File: src/aabbt_pkg.sv
// ----------------------------------------------------------------------------
// aabbt_pkg
// Shared field widths, command codes and the control/status bundles that
// join the collider table controller and datapath.
// ----------------------------------------------------------------------------
package aabbt_pkg;

    // Fixed field widths of one request and one response item.
    localparam int CMD_W = 2;
    localparam int ID_W  = 4;
    localparam int POS_W = 16;
    localparam int DIM_W = 15;

    // Command codes carried in the cmd field.
    localparam logic [CMD_W-1:0] CMD_ADD    = 2'd0;
    localparam logic [CMD_W-1:0] CMD_REMOVE = 2'd1;
    localparam logic [CMD_W-1:0] CMD_QUERY  = 2'd2;
    localparam logic [CMD_W-1:0] CMD_MOVE   = 2'd3;

    // One request item as it enters the datapath.
    typedef struct packed {
        logic [CMD_W-1:0] cmd;
        logic [ID_W-1:0]  entry_id;
        logic             use_except;
        logic [POS_W-1:0] pos_x;
        logic [POS_W-1:0] pos_y;
        logic [POS_W-1:0] rel_x;
        logic [POS_W-1:0] rel_y;
        logic [DIM_W-1:0] box_width;
        logic [DIM_W-1:0] box_height;
    } t_req_item;

    // Commands from the controller to the datapath.
    typedef struct packed {
        logic load;        // capture the request and restart the scan
        logic scan_inc;    // step the scan index
        logic do_remove;   // clear the valid bit of the addressed slot
        logic do_move;     // rewrite the corner of the addressed slot
        logic add_commit;  // store the box in the slot under the scan index
        logic set_full;    // flag that no free slot was found
        logic qry_en;      // read the slot under the scan index for a query
        logic out_load;    // move the finished result into the output register
    } t_ctl_cmd;

    // Status from the datapath to the controller.
    typedef struct packed {
        logic [CMD_W-1:0] cmd;
        logic             slot_free;
        logic             scan_last;
        logic             out_free;
    } t_ctl_sts;

endpackage

File: src/aabbt_req_if.sv
// ----------------------------------------------------------------------------
// aabbt_req_if
// Request channel: valid/ready handshake carrying one command item.
// ----------------------------------------------------------------------------
interface aabbt_req_if;
    import aabbt_pkg::*;

    logic                    valid;
    logic                    ready;
    logic [CMD_W-1:0]        cmd;
    logic [ID_W-1:0]         entry_id;
    logic                    use_except;
    logic signed [POS_W-1:0] pos_x;
    logic signed [POS_W-1:0] pos_y;
    logic signed [POS_W-1:0] rel_x;
    logic signed [POS_W-1:0] rel_y;
    logic [DIM_W-1:0]        box_width;
    logic [DIM_W-1:0]        box_height;

    modport source (
        output valid, cmd, entry_id, use_except, pos_x, pos_y, rel_x, rel_y,
               box_width, box_height,
        input  ready
    );

    modport sink (
        input  valid, cmd, entry_id, use_except, pos_x, pos_y, rel_x, rel_y,
               box_width, box_height,
        output ready
    );
endinterface

File: src/aabbt_rsp_if.sv
// ----------------------------------------------------------------------------
// aabbt_rsp_if
// Response channel: valid/ready handshake carrying one result item.
// ----------------------------------------------------------------------------
interface aabbt_rsp_if;
    import aabbt_pkg::*;

    logic            valid;
    logic            ready;
    logic [ID_W-1:0] new_id;
    logic            hit;
    logic            full_res;

    modport source (
        output valid, new_id, hit, full_res,
        input  ready
    );

    modport sink (
        input  valid, new_id, hit, full_res,
        output ready
    );
endinterface

File: src/aabbt_ram.sv
// ----------------------------------------------------------------------------
// aabbt_ram
// Generic single-write, single-read RAM with a registered read port.
// ----------------------------------------------------------------------------
module aabbt_ram #(
    parameter int WIDTH = 32,
    parameter int DEPTH = 16
) (
    input  logic                                   i_clk,
    input  logic                                   i_we,
    input  logic [((DEPTH > 1) ? $clog2(DEPTH) : 1)-1:0] i_waddr,
    input  logic [WIDTH-1:0]                       i_wdata,
    input  logic [((DEPTH > 1) ? $clog2(DEPTH) : 1)-1:0] i_raddr,
    output logic [WIDTH-1:0]                       o_rdata
);
    logic [WIDTH-1:0] r_mem [DEPTH];
    logic [WIDTH-1:0] r_rdata;

    // Write port and registered read port.
    always_ff @(posedge i_clk) begin
        if (i_we) begin
            r_mem[i_waddr] <= i_wdata;
        end
        r_rdata <= r_mem[i_raddr];
    end

    assign o_rdata = r_rdata;
endmodule

File: src/aabbt_ctrl.sv
// ----------------------------------------------------------------------------
// aabbt_ctrl
// Sequencer for the collider table: dispatches each item, walks the slot
// scan for add and query, and hands the result to the output register.
// ----------------------------------------------------------------------------
module aabbt_ctrl (
    input  logic                i_clk,
    input  logic                i_rst_n,
    input  logic                i_in_valid,
    output logic                o_in_ready,
    input  aabbt_pkg::t_ctl_sts i_sts,
    output aabbt_pkg::t_ctl_cmd o_cmd
);
    import aabbt_pkg::*;

    typedef enum logic [5:0] {
        S_IDLE     = 6'b000001,
        S_DISPATCH = 6'b000010,
        S_ADD      = 6'b000100,
        S_QUERY    = 6'b001000,
        S_DRAIN    = 6'b010000,
        S_FINISH   = 6'b100000
    } t_state;

    t_state r_state;
    t_state n_state;

    // Next-state and command decode.
    always_comb begin
        n_state    = r_state;
        o_cmd      = '0;
        o_in_ready = 1'b0;
        unique case (r_state)
            S_IDLE: begin
                o_in_ready = 1'b1;
                if (i_in_valid) begin
                    o_cmd.load = 1'b1;
                    n_state    = S_DISPATCH;
                end
            end
            S_DISPATCH: begin
                unique case (i_sts.cmd)
                    CMD_ADD: begin
                        n_state = S_ADD;
                    end
                    CMD_QUERY: begin
                        n_state = S_QUERY;
                    end
                    CMD_REMOVE: begin
                        o_cmd.do_remove = 1'b1;
                        n_state         = S_FINISH;
                    end
                    CMD_MOVE: begin
                        o_cmd.do_move = 1'b1;
                        n_state       = S_FINISH;
                    end
                    default: begin
                        n_state = S_FINISH;
                    end
                endcase
            end
            S_ADD: begin
                // Lowest free slot wins; the scan ends at the last slot.
                if (i_sts.slot_free) begin
                    o_cmd.add_commit = 1'b1;
                    n_state          = S_FINISH;
                end else if (i_sts.scan_last) begin
                    o_cmd.set_full = 1'b1;
                    n_state        = S_FINISH;
                end else begin
                    o_cmd.scan_inc = 1'b1;
                end
            end
            S_QUERY: begin
                o_cmd.qry_en = 1'b1;
                if (i_sts.scan_last) begin
                    n_state = S_DRAIN;
                end else begin
                    o_cmd.scan_inc = 1'b1;
                end
            end
            S_DRAIN: begin
                // The last slot read is compared during this cycle.
                n_state = S_FINISH;
            end
            S_FINISH: begin
                if (i_sts.out_free) begin
                    o_cmd.out_load = 1'b1;
                    n_state        = S_IDLE;
                end
            end
            default: begin
                n_state = S_IDLE;
            end
        endcase
    end

    // State register.
    always_ff @(posedge i_clk) begin
        if (!i_rst_n) begin
            r_state <= S_IDLE;
        end else begin
            r_state <= n_state;
        end
    end

`ifndef NO_ASSERTIONS
    a_accept_dispatch: assert property (@(posedge i_clk) disable iff (!i_rst_n)
        (r_state == S_IDLE && i_in_valid) |=> (r_state == S_DISPATCH))
        else $error("accepted item did not move to dispatch");

    a_out_load_free: assert property (@(posedge i_clk) disable iff (!i_rst_n)
        o_cmd.out_load |-> i_sts.out_free)
        else $error("result loaded while output register still occupied");

    a_commit_free: assert property (@(posedge i_clk) disable iff (!i_rst_n)
        o_cmd.add_commit |-> i_sts.slot_free)
        else $error("add committed into an occupied slot");
`endif
endmodule

File: src/aabbt_dp.sv
// ----------------------------------------------------------------------------
// aabbt_dp
// Datapath of the collider table: request registers, corner saturation,
// box RAMs, valid bits, scan index, overlap compare and output register.
// ----------------------------------------------------------------------------
module aabbt_dp #(
    parameter int NUM_ENTRIES = 16,
    parameter int COORD_BITS  = 16
) (
    input  logic                 i_clk,
    input  logic                 i_rst_n,
    input  aabbt_pkg::t_req_item i_item,
    input  aabbt_pkg::t_ctl_cmd  i_cmd,
    output aabbt_pkg::t_ctl_sts  o_sts,
    aabbt_rsp_if.source          o_rsp
);
    import aabbt_pkg::*;

    localparam int IDX_W = (NUM_ENTRIES > 1) ? $clog2(NUM_ENTRIES) : 1;
    localparam int IDW   = (IDX_W > ID_W) ? IDX_W : ID_W;
    localparam int SUM_W = ((COORD_BITS > POS_W + 1) ? COORD_BITS : POS_W + 1) + 1;
    localparam int CMP_W = ((COORD_BITS > POS_W) ? COORD_BITS : POS_W) + 2;

    localparam logic signed [SUM_W-1:0] C_HI =
        {{(SUM_W - COORD_BITS + 1){1'b0}}, {(COORD_BITS - 1){1'b1}}};
    localparam logic signed [SUM_W-1:0] C_LO = ~C_HI;

    // Request registers.
    logic [CMD_W-1:0]             r_cmd;
    logic [ID_W-1:0]              r_id;
    logic                         r_skip;
    logic signed [COORD_BITS-1:0] r_ax;
    logic signed [COORD_BITS-1:0] r_ay;
    logic [DIM_W-1:0]             r_w;
    logic [DIM_W-1:0]             r_h;

    // Scan, result and table state.
    logic [IDX_W-1:0]       r_idx;
    logic                   r_cmp_vld;
    logic                   r_hit;
    logic                   r_full;
    logic [ID_W-1:0]        r_new_id;
    logic [NUM_ENTRIES-1:0] r_valid;

    // Output register.
    logic            r_out_vld;
    logic [ID_W-1:0] r_out_new_id;
    logic            r_out_hit;
    logic            r_out_full;

    logic signed [SUM_W-1:0]      sum_x;
    logic signed [SUM_W-1:0]      sum_y;
    logic signed [COORD_BITS-1:0] sat_x;
    logic signed [COORD_BITS-1:0] sat_y;
    logic [IDW-1:0]               id_ext;
    logic [IDW-1:0]               idx_ext;
    logic [IDX_W-1:0]             id_idx;
    logic                         id_in_range;
    logic                         skip_here;

    logic                           corner_we;
    logic [IDX_W-1:0]               corner_waddr;
    logic [2*COORD_BITS-1:0]        corner_rdata;
    logic [2*DIM_W-1:0]             extent_rdata;
    logic signed [COORD_BITS-1:0]   rd_cx;
    logic signed [COORD_BITS-1:0]   rd_cy;
    logic [DIM_W-1:0]               rd_cw;
    logic [DIM_W-1:0]               rd_ch;
    logic signed [CMP_W-1:0]        ax_e;
    logic signed [CMP_W-1:0]        ay_e;
    logic signed [CMP_W-1:0]        w_e;
    logic signed [CMP_W-1:0]        h_e;
    logic signed [CMP_W-1:0]        cx_e;
    logic signed [CMP_W-1:0]        cy_e;
    logic signed [CMP_W-1:0]        cw_e;
    logic signed [CMP_W-1:0]        ch_e;
    logic                           overlap;

    // Corner = position + offset, clamped to the signed coordinate range.
    assign sum_x = SUM_W'(signed'(i_item.pos_x)) + SUM_W'(signed'(i_item.rel_x));
    assign sum_y = SUM_W'(signed'(i_item.pos_y)) + SUM_W'(signed'(i_item.rel_y));

    always_comb begin
        if (sum_x > C_HI) begin
            sat_x = C_HI[COORD_BITS-1:0];
        end else if (sum_x < C_LO) begin
            sat_x = C_LO[COORD_BITS-1:0];
        end else begin
            sat_x = sum_x[COORD_BITS-1:0];
        end
        if (sum_y > C_HI) begin
            sat_y = C_HI[COORD_BITS-1:0];
        end else if (sum_y < C_LO) begin
            sat_y = C_LO[COORD_BITS-1:0];
        end else begin
            sat_y = sum_y[COORD_BITS-1:0];
        end
    end

    // Slot addressed by entry_id, and whether it exists in this table.
    assign id_ext      = IDW'(r_id);
    assign idx_ext     = IDW'(r_idx);
    assign id_idx      = id_ext[IDX_W-1:0];
    assign id_in_range = (32'(r_id) < 32'(NUM_ENTRIES));
    assign skip_here   = r_skip && id_in_range && (id_idx == r_idx);

    // Box storage: corners are rewritten by add and move, extents by add only.
    assign corner_we    = i_cmd.add_commit || (i_cmd.do_move && id_in_range);
    assign corner_waddr = i_cmd.add_commit ? r_idx : id_idx;

    aabbt_ram #(
        .WIDTH (2 * COORD_BITS),
        .DEPTH (NUM_ENTRIES)
    ) u_corner_ram (
        .i_clk   (i_clk),
        .i_we    (corner_we),
        .i_waddr (corner_waddr),
        .i_wdata ({r_ax, r_ay}),
        .i_raddr (r_idx),
        .o_rdata (corner_rdata)
    );

    aabbt_ram #(
        .WIDTH (2 * DIM_W),
        .DEPTH (NUM_ENTRIES)
    ) u_extent_ram (
        .i_clk   (i_clk),
        .i_we    (i_cmd.add_commit),
        .i_waddr (r_idx),
        .i_wdata ({r_w, r_h}),
        .i_raddr (r_idx),
        .o_rdata (extent_rdata)
    );

    // Strict overlap of the query box with the slot read last cycle.
    assign rd_cx = corner_rdata[2*COORD_BITS-1:COORD_BITS];
    assign rd_cy = corner_rdata[COORD_BITS-1:0];
    assign rd_cw = extent_rdata[2*DIM_W-1:DIM_W];
    assign rd_ch = extent_rdata[DIM_W-1:0];

    assign ax_e = CMP_W'(r_ax);
    assign ay_e = CMP_W'(r_ay);
    assign w_e  = signed'(CMP_W'(r_w));
    assign h_e  = signed'(CMP_W'(r_h));
    assign cx_e = CMP_W'(rd_cx);
    assign cy_e = CMP_W'(rd_cy);
    assign cw_e = signed'(CMP_W'(rd_cw));
    assign ch_e = signed'(CMP_W'(rd_ch));

    assign overlap = (ax_e + w_e > cx_e) && (ax_e < cx_e + cw_e) &&
                     (ay_e + h_e > cy_e) && (ay_e < cy_e + ch_e);

    // Request capture.
    always_ff @(posedge i_clk) begin
        if (i_cmd.load) begin
            r_cmd  <= i_item.cmd;
            r_id   <= i_item.entry_id;
            r_skip <= i_item.use_except;
            r_ax   <= sat_x;
            r_ay   <= sat_y;
            r_w    <= i_item.box_width;
            r_h    <= i_item.box_height;
        end
        if (i_cmd.load) begin
            r_new_id <= '0;
        end else if (i_cmd.add_commit) begin
            r_new_id <= idx_ext[ID_W-1:0];
        end
    end

    // Scan index, compare pipeline, result flags and valid bits.
    always_ff @(posedge i_clk) begin
        if (!i_rst_n) begin
            r_idx     <= '0;
            r_cmp_vld <= 1'b0;
            r_hit     <= 1'b0;
            r_full    <= 1'b0;
            r_valid   <= '0;
        end else begin
            if (i_cmd.load) begin
                r_idx <= '0;
            end else if (i_cmd.scan_inc) begin
                r_idx <= r_idx + 1'b1;
            end

            r_cmp_vld <= i_cmd.qry_en && r_valid[r_idx] && !skip_here;

            if (i_cmd.load) begin
                r_hit <= 1'b0;
            end else if (r_cmp_vld && overlap) begin
                r_hit <= 1'b1;
            end

            if (i_cmd.load) begin
                r_full <= 1'b0;
            end else if (i_cmd.set_full) begin
                r_full <= 1'b1;
            end

            if (i_cmd.add_commit) begin
                r_valid[r_idx] <= 1'b1;
            end else if (i_cmd.do_remove && id_in_range) begin
                r_valid[id_idx] <= 1'b0;
            end
        end
    end

    // Output register: holds one result while the next item is worked on.
    always_ff @(posedge i_clk) begin
        if (!i_rst_n) begin
            r_out_vld <= 1'b0;
        end else if (i_cmd.out_load) begin
            r_out_vld <= 1'b1;
        end else if (o_rsp.ready) begin
            r_out_vld <= 1'b0;
        end
    end

    always_ff @(posedge i_clk) begin
        if (i_cmd.out_load) begin
            r_out_new_id <= r_new_id;
            r_out_hit    <= r_hit;
            r_out_full   <= r_full;
        end
    end

    assign o_rsp.valid    = r_out_vld;
    assign o_rsp.new_id   = r_out_new_id;
    assign o_rsp.hit      = r_out_hit;
    assign o_rsp.full_res = r_out_full;

    // Status back to the controller.
    assign o_sts.cmd       = r_cmd;
    assign o_sts.slot_free = !r_valid[r_idx];
    assign o_sts.scan_last = (r_idx == IDX_W'(NUM_ENTRIES - 1));
    assign o_sts.out_free  = !r_out_vld || o_rsp.ready;

`ifndef NO_ASSERTIONS
    a_commit_sets_valid: assert property (@(posedge i_clk) disable iff (!i_rst_n)
        i_cmd.add_commit |=> r_valid[$past(r_idx)])
        else $error("slot not valid after add");

    a_full_means_all_valid: assert property (@(posedge i_clk) disable iff (!i_rst_n)
        r_full |-> (&r_valid))
        else $error("full flagged while a slot is free");

    a_hit_only_on_query: assert property (@(posedge i_clk) disable iff (!i_rst_n)
        r_hit |-> (r_cmd == CMD_QUERY))
        else $error("hit raised for a command other than query");
`endif
endmodule

File: src/aabb_collider_table_core.sv
// ----------------------------------------------------------------------------
// aabb_collider_table_core
// Broadphase table of axis-aligned boxes with add, remove, query and move.
// ----------------------------------------------------------------------------
// The block takes one command item at a time and returns exactly one result
// item for each. Remove and move act in dispatch and then load their result.
// Add walks the slots from index 0 and stops at the first free one, or flags
// the table as full when the last slot is not free either. Query reads every
// slot once through the read port of the box RAMs, one slot per cycle, then
// compares the last slot read before it finishes. A new item is accepted
// only after the previous one is finished. A finished result sits in an
// output register, so the next item is accepted while the previous result
// waits to be taken. The valid bits are cleared by reset directly; no
// clearing pass is needed.
module aabb_collider_table_core #(
    parameter int NUM_ENTRIES = 16,
    parameter int COORD_BITS  = 16
) (
    input  logic        i_clk,
    input  logic        i_rst_n,
    aabbt_req_if.sink   i_req,
    aabbt_rsp_if.source o_rsp
);
    import aabbt_pkg::*;

    t_req_item item;
    t_ctl_cmd  ctl_cmd;
    t_ctl_sts  ctl_sts;
    logic      in_ready;

    // Gather the request payload into one bundle for the datapath.
    assign item.cmd        = i_req.cmd;
    assign item.entry_id   = i_req.entry_id;
    assign item.use_except = i_req.use_except;
    assign item.pos_x      = i_req.pos_x;
    assign item.pos_y      = i_req.pos_y;
    assign item.rel_x      = i_req.rel_x;
    assign item.rel_y      = i_req.rel_y;
    assign item.box_width  = i_req.box_width;
    assign item.box_height = i_req.box_height;

    assign i_req.ready = in_ready;

    aabbt_ctrl u_ctrl (
        .i_clk      (i_clk),
        .i_rst_n    (i_rst_n),
        .i_in_valid (i_req.valid),
        .o_in_ready (in_ready),
        .i_sts      (ctl_sts),
        .o_cmd      (ctl_cmd)
    );

    aabbt_dp #(
        .NUM_ENTRIES (NUM_ENTRIES),
        .COORD_BITS  (COORD_BITS)
    ) u_dp (
        .i_clk   (i_clk),
        .i_rst_n (i_rst_n),
        .i_item  (item),
        .i_cmd   (ctl_cmd),
        .o_sts   (ctl_sts),
        .o_rsp   (o_rsp)
    );
endmodule
File: src/flat_wrapper.sv
// flat-port wrapper written by rule: the top's interface ports become plain ports
module aabb_collider_table_core_flat import aabbt_pkg::*;
#(
    parameter int NUM_ENTRIES = 16,
    parameter int COORD_BITS  = 16
)
  (i_clk, i_rst_n, i_req_valid, i_req_cmd, i_req_entry_id, i_req_use_except, i_req_pos_x, i_req_pos_y, i_req_rel_x, i_req_rel_y, i_req_box_width, i_req_box_height, i_req_ready, o_rsp_valid, o_rsp_new_id, o_rsp_hit, o_rsp_full_res, o_rsp_ready);
  aabbt_req_if i_req_i ();
  aabbt_rsp_if o_rsp_i ();
  input  logic i_clk;
  input  logic i_rst_n;
  input wire logic [$bits(i_req_i.valid)-1:0] i_req_valid;
  input wire logic [$bits(i_req_i.cmd)-1:0] i_req_cmd;
  input wire logic [$bits(i_req_i.entry_id)-1:0] i_req_entry_id;
  input wire logic [$bits(i_req_i.use_except)-1:0] i_req_use_except;
  input wire logic [$bits(i_req_i.pos_x)-1:0] i_req_pos_x;
  input wire logic [$bits(i_req_i.pos_y)-1:0] i_req_pos_y;
  input wire logic [$bits(i_req_i.rel_x)-1:0] i_req_rel_x;
  input wire logic [$bits(i_req_i.rel_y)-1:0] i_req_rel_y;
  input wire logic [$bits(i_req_i.box_width)-1:0] i_req_box_width;
  input wire logic [$bits(i_req_i.box_height)-1:0] i_req_box_height;
  output wire logic [$bits(i_req_i.ready)-1:0] i_req_ready;
  output wire logic [$bits(o_rsp_i.valid)-1:0] o_rsp_valid;
  output wire logic [$bits(o_rsp_i.new_id)-1:0] o_rsp_new_id;
  output wire logic [$bits(o_rsp_i.hit)-1:0] o_rsp_hit;
  output wire logic [$bits(o_rsp_i.full_res)-1:0] o_rsp_full_res;
  input wire logic [$bits(o_rsp_i.ready)-1:0] o_rsp_ready;
  assign i_req_i.valid = i_req_valid;
  assign i_req_i.cmd = i_req_cmd;
  assign i_req_i.entry_id = i_req_entry_id;
  assign i_req_i.use_except = i_req_use_except;
  assign i_req_i.pos_x = i_req_pos_x;
  assign i_req_i.pos_y = i_req_pos_y;
  assign i_req_i.rel_x = i_req_rel_x;
  assign i_req_i.rel_y = i_req_rel_y;
  assign i_req_i.box_width = i_req_box_width;
  assign i_req_i.box_height = i_req_box_height;
  assign i_req_ready = i_req_i.ready;
  assign o_rsp_valid = o_rsp_i.valid;
  assign o_rsp_new_id = o_rsp_i.new_id;
  assign o_rsp_hit = o_rsp_i.hit;
  assign o_rsp_full_res = o_rsp_i.full_res;
  assign o_rsp_i.ready = o_rsp_ready;
  aabb_collider_table_core #(.NUM_ENTRIES(NUM_ENTRIES), .COORD_BITS(COORD_BITS)) u_core (.i_clk(i_clk), .i_rst_n(i_rst_n), .i_req(i_req_i), .o_rsp(o_rsp_i));
endmodule
File: config.mk
export PLATFORM = sky130hd
export DESIGN_NAME = aabb_collider_table_core_flat
export DESIGN_NICKNAME = d
export VERILOG_FILES = /design/src/aabbt_pkg.sv /design/src/aabbt_req_if.sv /design/src/aabbt_rsp_if.sv /design/src/aabbt_ram.sv /design/src/aabbt_ctrl.sv /design/src/aabbt_dp.sv /design/src/aabb_collider_table_core.sv /design/src/flat_wrapper.sv
export SDC_FILE = /design/constraint.sdc
export NUM_CORES = 1
export LEC_CHECK = 0
export BUFFER_PORTS_ARGS = -buffer_cell sky130_fd_sc_hd__buf_2
export CAP_MARGIN = 20
export CELL_PAD_IN_SITES_DETAIL_PLACEMENT = 0
export CELL_PAD_IN_SITES_GLOBAL_PLACEMENT = 2
export CORE_MARGIN = 10
export CORE_UTILIZATION = 53
export DETAILED_ROUTE_END_ITERATION = 8
export GPL_TIMING_DRIVEN = 0
export PLACE_DENSITY = 0.91
export SLEW_MARGIN = 20
export SYNTH_ARGS = -nofsm -noshare
export SYNTH_HDL_FRONTEND = slang
export SYNTH_SLANG_ARGS = --single-unit
export TNS_END_PERCENT = 1
File: constraint.sdc
create_clock -name i_clk -period 8.95 [get_ports i_clk]
set_input_delay 0.4475 -clock i_clk [delete_from_list [all_inputs] [get_ports i_clk]]
set_output_delay 0.4475 -clock i_clk [all_outputs]
set_load 0.01 [all_outputs]
==> impl_metrics.yaml, run 1 <==
run_status:
  status: "finished clean"
critical_path:
  start_kind: "flop"
  path_delay_family: "compound AO/OA/AOI/OAI gates"
  r2r_slack_ns: 3.93
  reg2reg_to: "u_core.u_dp.r_hit"
  end_kind: "flop"
  r2r_start: "u_core.u_dp.u_corner_ram.o_rdata[23]"
  crit_arrival_ns: 5.61
  cpPeakStageDelay_ns: 0.98
  path_cells: "ha_1, a21o_1, a21oi_1, nor3b_1, nor2_1, a2111oi_0, o2bb2ai_1, xnor2_1, ha_1, nand4_1, a2111oi_0, nor3_1, a41o_1, and4_1"
  cp_max_fo: 4
  slowest_stage: "a2111oi_0"
  cp.required_ns: 9.53
  path_buf_inv: 0
  reg2reg_depth: 14
  worstSetupPathType: "reg2reg"
sta:
  hold_viol: 0
  max_clock_freq_ghz: 0.199
  fin_setup_tns_ns: 0
  slew_headroom_pct: 23.6
  layout_setup_ws_ns: 3.93
  rsz0062_at_grt: "no"
  tightest_slew_ns: 1.15
  whs_ns: 0.0471
  maxSlewViolCount: 0
  clock_skew_ns: 0.0251
  setup_viol: 0
  fin_crit_sh_pct: 56.1
  min_period_ns: 5.02
cts:
  ctsResizeCount: 0
  worstSkewPairLatency_ns: 0.69
  cts.clk_slew.worst_paths_ns: 0.07
  cts_hold_buffers: 37
  post_cts_buffers: 0
  cts_tree: "yes"
  cts-root-buf: "clkbuf_16"
  cts_max_level: 3
  cts_sinks: 1163
  cts_buffers: 111
  cts_buffer_depth: 3
global_route:
  globalRouteOverflowTotal: 0
  grt_busiest_layer: "met2"
  grt_pass1_vias: 26300
  grt_use_met1_pct: 30.9
  antenna_found_initial: 0
  met3_usage_pct: 3.88
  grt_pass1_wl_mm: 173
  grt_max_degree: 41
  grtUsageMet2_pct: 37.0
  grt_use_total_pct: 22.9
die:
  num_rows: 110
  die_h_um: 321
  io_pins: 113
  die_area_sq_um: 103000
  initial_core_util_pct: 53.4
  die_w_um: 321
  core_sq_um: 90100
cells_and_area:
  instances_no_fill: 4071
  num-fill-cells: 6059
  area_delta_synth_final_pct: 15.5
  layout-drive-gt1-share_pct: 25.0
  antenna_cells: 0
  post-route-util_pct: 61.7
  fin_nets: 3070
power_and_ir_drop:
  powerDensity_nw_per_um2: 214
  leakagePower_nw: 18.3
  vdd_drop_max_v: 0.000182
routing:
  drc_errors: 0
  drt-total-wl_mm: 117
  dr.pass1.iters: 5
  post_drt_wl_per_cell_um: 28.8
  vias: 25500
  ant_nets: 0
  drt_iter0_drc: 2773
  drt-vias-per-instance: 6.27
logic_synthesis:
  ys_ff_latch: 1163
  ys_types: 69
  synth_top_cell_by_area: "edfxtp_1"
  syn_nets: 2766
  synth-main-ff-cell: "edfxtp_1"
  synth_top_area_share_pct: 66.5
  synthCells: 2493
  yosysMostFrequentCell: "edfxtp_1"
  synthArstFlopShare_pct: 0
  yosysSeqAreaShare_pct: 70.5
  syn_avg_cell_area_sq_um: 19.3
  synth-edff-count: 1067
  yosys_warnings: 0
  syn_area_sq_um: 48200
  synthTopCellsByArea: "edfxtp_1 67%, mux4_2 15%, ha_1 4.2%"
  synth.top_cells.by_count: "1,067 x edfxtp_1, 315 x mux4_2, 162 x ha_1, 110 x a21oi_1, 96 x dfxtp_1"
run:
  drv_cap: 0
placed_design:
  place.gp.congestion: 0.847
  placed_cells: 3822
  post-place-ws_ns: 4.03
  port_buffers: 112
  dp_hpwl_mm: 79.4
min_path:
  min_from: "i_req_valid"
  hold_class: "in2reg"
  holdPathStages: 2
  whs_endpoint: "u_core.u_ctrl.r_state[1]"
## cell usage in the layout, fill, tap and decap left out, drive strengths merged, types with 7 or more instances in the layout
cell and n:
nand3 24, o221a 17, clkinv 38, nand2b 23, dfxtp 96, a21o 36, xor2 36, a211oi 13
and3 8, nor3 19, nand4 14, nand2 65, clkbuf 219, mux4 315, inv 76, o21ai 41
a21oi 110, buf 173, dlygate4sd3 37, xnor2 47, nor2 60, nor2b 28, o21a 9, o21bai 8
and2 18, bufinv 14, o211ai 7, ha 162, edfxtp 1067, o31ai 7, a31oi 7, nor3b 7
## through the flow
stage / total power, mW / area [sq um]
2_1_floorplan: 6.87 / 48200
3_3_place_gp: 7.12 / 50200
3_5_place_dp: 7.17 / 51400
4_1_cts: 12.0 / 55600
5_1_grt: 12.3 / 55600
6_report: 11.9 / 55600
## cell families (layout without fill, tap and decap cells)
group / Yosys count / count (layout) / synth area share [%]
compound gates: 313 / 313 / 4.37
mux: 315 / 315 / 14.7
flops: 1163 / 1163 / 70.5
simple gates: 288 / 288 / 3.04
xor+xnor: 83 / 83 / 1.51
fa+ha+maj: 173 / 173 / 4.56
buf+inv: 158 / 560 / 1.26
## power breakdown
part	switching, mW	leakage (nW)	internal [mW]	total [mW]
clock network	2.01	1.84	2.82	4.83
registers	0.216	10.4	6.12	6.34
logic	0.418	6.07	0.324	0.742
total	2.64	18.3	9.27	11.9
## metal layers
metal	share of wire [%]	vias up
met5	0	-
met4	3.8	0
met3	7.8	234
met2	49	1213
met1	39	13200
li1	-	10900
## cell type report
type	instances	area, sq um	area share, %
tap	1176	1470	2.65
inverter	72	270	0.486
buffer	86	369	0.664
sequential	1163	34000	61.1
clock buffer	152	3080	5.55
multi-input combinational	1172	13700	24.7
clock inverter	59	697	1.25
timing repair buffer	191	2000	3.60
## worst reg2reg max path, cell delays in order (launching register included)
cell and delay (ns):
dfxtp_1 0.34, ha_1 0.36, a21o_1 0.17, a21oi_1 0.33, nor3b_1 0.45, nor2_1 0.10
a2111oi_0 0.78, o2bb2ai_1 0.22, xnor2_1 0.09, ha_1 0.29, nand4_1 0.21, a2111oi_0 0.99
nor3_1 0.15, a41o_1 0.29, and4_1 0.16
## registers in the layout, summed over array words and instances, names as in the netlist, 2 cells and up
signal / cells
u_core.u_dp.r_h: 15
u_core.u_dp.o_rsp.new_id: 4
u_core.u_dp.r_ax: 16
u_core.u_dp.u_extent_ram.r_mem: 480
u_core.u_dp.id_ext: 4
u_core.u_dp.idx_ext: 4
u_core.u_dp.r_cmd: 2
u_core.u_dp.r_valid: 16
u_core.u_dp.r_new_id: 4
u_core.u_ctrl.r_state: 6
u_core.u_dp.r_ay: 16
u_core.u_dp.r_w: 15
u_core.u_dp.u_corner_ram.r_mem: 512
u_core.u_dp.u_corner_ram.o_rdata: 32
u_core.u_dp.u_extent_ram.o_rdata: 30
## how the worst max path moves through the flow
stage	start	endpoint	depth (start not counted)
after floorplan	u_core.u_dp.idx_ext[0]	u_core.u_dp.u_corner_ram.r_mem[2][0]	8
after global placement	u_core.u_dp.idx_ext[2]	u_core.u_dp.u_corner_ram.r_mem[14][18]	5
after detailed placement	u_core.u_dp.u_corner_ram.o_rdata[23]	u_core.u_dp.r_hit	14
after CTS	u_core.u_dp.u_corner_ram.o_rdata[23]	u_core.u_dp.r_hit	14
after global routing	u_core.u_dp.u_corner_ram.o_rdata[23]	u_core.u_dp.r_hit	14
final	u_core.u_dp.u_corner_ram.o_rdata[23]	u_core.u_dp.r_hit	14
Note: power is estimated with default switching activity, not from simulation.
==> inputs of run 2 (changes only) <==
Settings changed: ABC_AREA set to 1, CORE_UTILIZATION 53 to 39, PLACE_DENSITY 0.91 to 0.81.
Clock period 8.95 ns to 4.35 ns, I/O delays scaled along.
==> impl_metrics.yaml, run 2 <==
critical_path:
  reg2reg_depth: 11
  crit_arrival_ns: 4.69
  cp_max_fo: 14
  cp.required_ns: 4.79
  r2r_start: "u_core.u_dp.idx_ext[0]"
  crit_start: "u_core.u_dp.idx_ext[0]"
  end_kind: "flop"
  reg2reg_to: "u_core.u_dp.u_extent_ram.r_mem[12][16]"
  start_kind: "flop"
  r2r_slack_ns: 0.10
  worstSetupPathType: "reg2reg"
sta:
  fin_crit_sh_pct: 97.6
  tightest_slew_ns: 1.10
  fin_setup_tns_ns: 0
  clock_skew_ns: 0.0384
  hold_viol: 0
  maxSlewViolCount: 0
  whs_ns: 0.0737
  setup_viol: 0
  min_period_ns: 4.25
  rsz0062_at_grt: "no"
  slew_headroom_pct: 27.0
  layout_setup_ws_ns: 0.103
  max_clock_freq_ghz: 0.235
cells_and_area:
  stdcell_area_sq_um: 58000
  regMostFlops: "u_core.u_dp.u_corner_ram.r_mem"
  post-route-util_pct: 46.1
  final_common_cell: "edfxtp_1"
  area_delta_synth_final_pct: 17.3
  fin_nets: 4851
  instances_no_fill: 6335
  largest_reg_flops: 512
  final_cell_mix: "1,067 x edfxtp_1, 624 x nand2_1, 596 x nor2_1"
  layout-drive-gt1-share_pct: 9.74
logic_synthesis:
  synthAdderAreaFrac_pct: 4.34
  yosys_warnings: 0
  synth_top_cell_by_area: "edfxtp_1"
  synth.top_cells.by_count: "1,067 x edfxtp_1, 624 x nand2_1, 619 x nor2_1, 546 x o21ai_0, 250 x o22ai_1"
  yosys.area_share.simple_pct: 11.6
  yosysMostFrequentCell: "edfxtp_1"
  synth-main-ff-cell: "edfxtp_1"
  syn_avg_cell_area_sq_um: 11.7
  synthTopCellsByArea: "edfxtp_1 65%, o21ai_0 5.5%, nand2_1 4.7%"
  synthCells: 4215
  synth_top_family_by_area: "simple AND/OR/NAND/NOR gates"
  synth_compound_area_share_pct: 10.8
  syn_area_sq_um: 49400
  syn_nets: 4488
  yosysSeqAreaShare_pct: 68.7
  synthArstFlopShare_pct: 0
  ys_ff_latch: 1163
  synth-edff-count: 1067
  synth_top_area_share_pct: 64.8
  synth-xor-area-share_pct: 1.42
  ys_types: 42
  muxShareOfSynthArea_pct: 0
die:
  core_sq_um: 126000
  io_pins: 113
  die_area_sq_um: 141000
  die_w_um: 376
  num_rows: 130
  initial_core_util_pct: 39.3
  die_h_um: 376
placed_design:
  post-place-ws_ns: -0.608
  dpl_cell_area_sq_um: 53200
  dp_hpwl_mm: 113
  place.gp.congestion: 0.840
  placed_cells: 6016
  port_buffers: 112
power_and_ir_drop:
  vdd_drop_max_v: 0.000298
  leakagePower_nw: 20.7
  powerDensity_nw_per_um2: 420
  power_mw: 24.4
routing:
  drt-total-wl_mm: 161
  wl_met1_mm: 67.0
  post_drt_wl_per_cell_um: 25.4
  drt-vias-per-instance: 5.49
  vias: 34800
  dr.pass1.iters: 6
  drt_iter0_drc: 3858
  wl_met2_mm: 74.2
  ant_nets: 0
  drc_errors: 0
  wl_met3_mm: 13.7
  highest_layer: "met5"
global_route:
  grt_use_total_pct: 22.1
  grt_max_degree: 39
  grt_pass1_vias: 33500
  globalRouteOverflowTotal: 0
  grt_pass1_wl_mm: 230
  antenna_found_initial: 10
cts:
  cts_sinks: 1163
  cts-root-buf: "clkbuf_16"
  cts_buffer_depth: 3
  worstSkewPairLatency_ns: 0.75
  cts_tree: "yes"
  cts.clk_slew.worst_paths_ns: 0.07
  cts_max_level: 3
  cts_buffers: 117
min_path:
  min_from: "i_req_pos_y[5]"
  hold_class: "in2reg"
  holdPathStages: 5
  whs_endpoint: "u_core.u_dp.r_ay[5]"
run_status:
  status: "finished clean"
run:
  drv_cap: 0
-- run 2: cell types whose count changed after synthesis, moves of 22 or more --
cell      previous run  this run
nor2b_1             28         0
nand2_1             65       624
buf_2                3        25
nor2_1              60       619
nand4_1             14        75
a21o_1              36         7
nand2b_1            23         0
clkbuf_1            55       158
o22ai_1              4       250
mux4_2             315         0
o21ai_0             41       546
nand3_1             24        61
inv_1               72       195
-- run 2: worst max-delay path by stage --
stage | end | depth (start not counted) | slack [ns]
after floorplan | u_core.u_dp.u_corner_ram.r_mem[0][0] | 14 | 1.01
after global routing | u_core.u_dp.r_hit | 20 | 0.007
after global placement | u_core.u_dp.u_extent_ram.r_mem[12][18] | 6 | -2.54
after CTS | u_core.u_dp.r_hit | 20 | 0.06
final | u_core.u_dp.u_extent_ram.r_mem[12][16] | 11 | 0.10
after detailed placement | u_core.u_dp.r_hit | 21 | -0.61
-- run 2: cell type report --
| type | count | area, sq um |
|---|---|---|
| Fill cell | 11500 | 67800 |
| Sequential cell | 1163 | 34000 |
| Multi-Input combinational cell | 2646 | 14100 |
| Clock buffer | 174 | 3330 |
| Timing Repair Buffer | 244 | 2470 |
| Tap cell | 1650 | 2060 |
| Buffer | 200 | 811 |
| Inverter | 206 | 778 |
| Clock inverter | 50 | 447 |
| Antenna cell | 2 | 5.00 |
-- run 2: logic make-up (layout without fill, tap and decap cells) --
logic type	after synthesis	count (layout)
AND/OR/NAND/NOR	1424	1424
adder cells (fa/ha/maj)	168	168
other	0	2
flip-flops	1163	1163
buffers and inverters	406	874
AO/OA/AOI/OAI	974	974
XOR/XNOR	80	80
-- run 2: power by group --
| part | internal, mW | leakage [nW] | total [mW] | switching, mW |
|---|---|---|---|---|
| clock network | 5.46 | 1.83 | 9.86 | 4.41 |
| registers | 12.5 | 10.4 | 12.9 | 0.365 |
| logic | 0.646 | 8.47 | 1.65 | 1.00 |
| total | 18.6 | 20.7 | 24.4 | 5.77 |
-- run 2: worst max-delay path, cell delays in order (launching register included) --
cell     delay, ns
dfxtp_1       0.38
buf_2         0.27
buf_2         0.30
inv_1         0.16
buf_2         0.34
buf_2         0.50
buf_2         0.44
ha_1          0.21
nand2_1       0.23
nor2_4        0.63
buf_16        0.23
buf_16        0.17
-- run 2: routing by layer --
layer  global-route usage [%]  vias to the layer above
met4                     8.90                        4
li1                         -                    15900
met5                        0                        -
met3                     3.48                      247
met2                     35.4                     1549
met1                     30.0                    17100
-- run 2: repair_timing --
action                                  CTS  global route
gates resized for setup                   1             2
endpoints found under the setup margin    1             1
endpoints found under the hold margin    69             0
buffers inserted                         15            27
hold buffers                             50             0
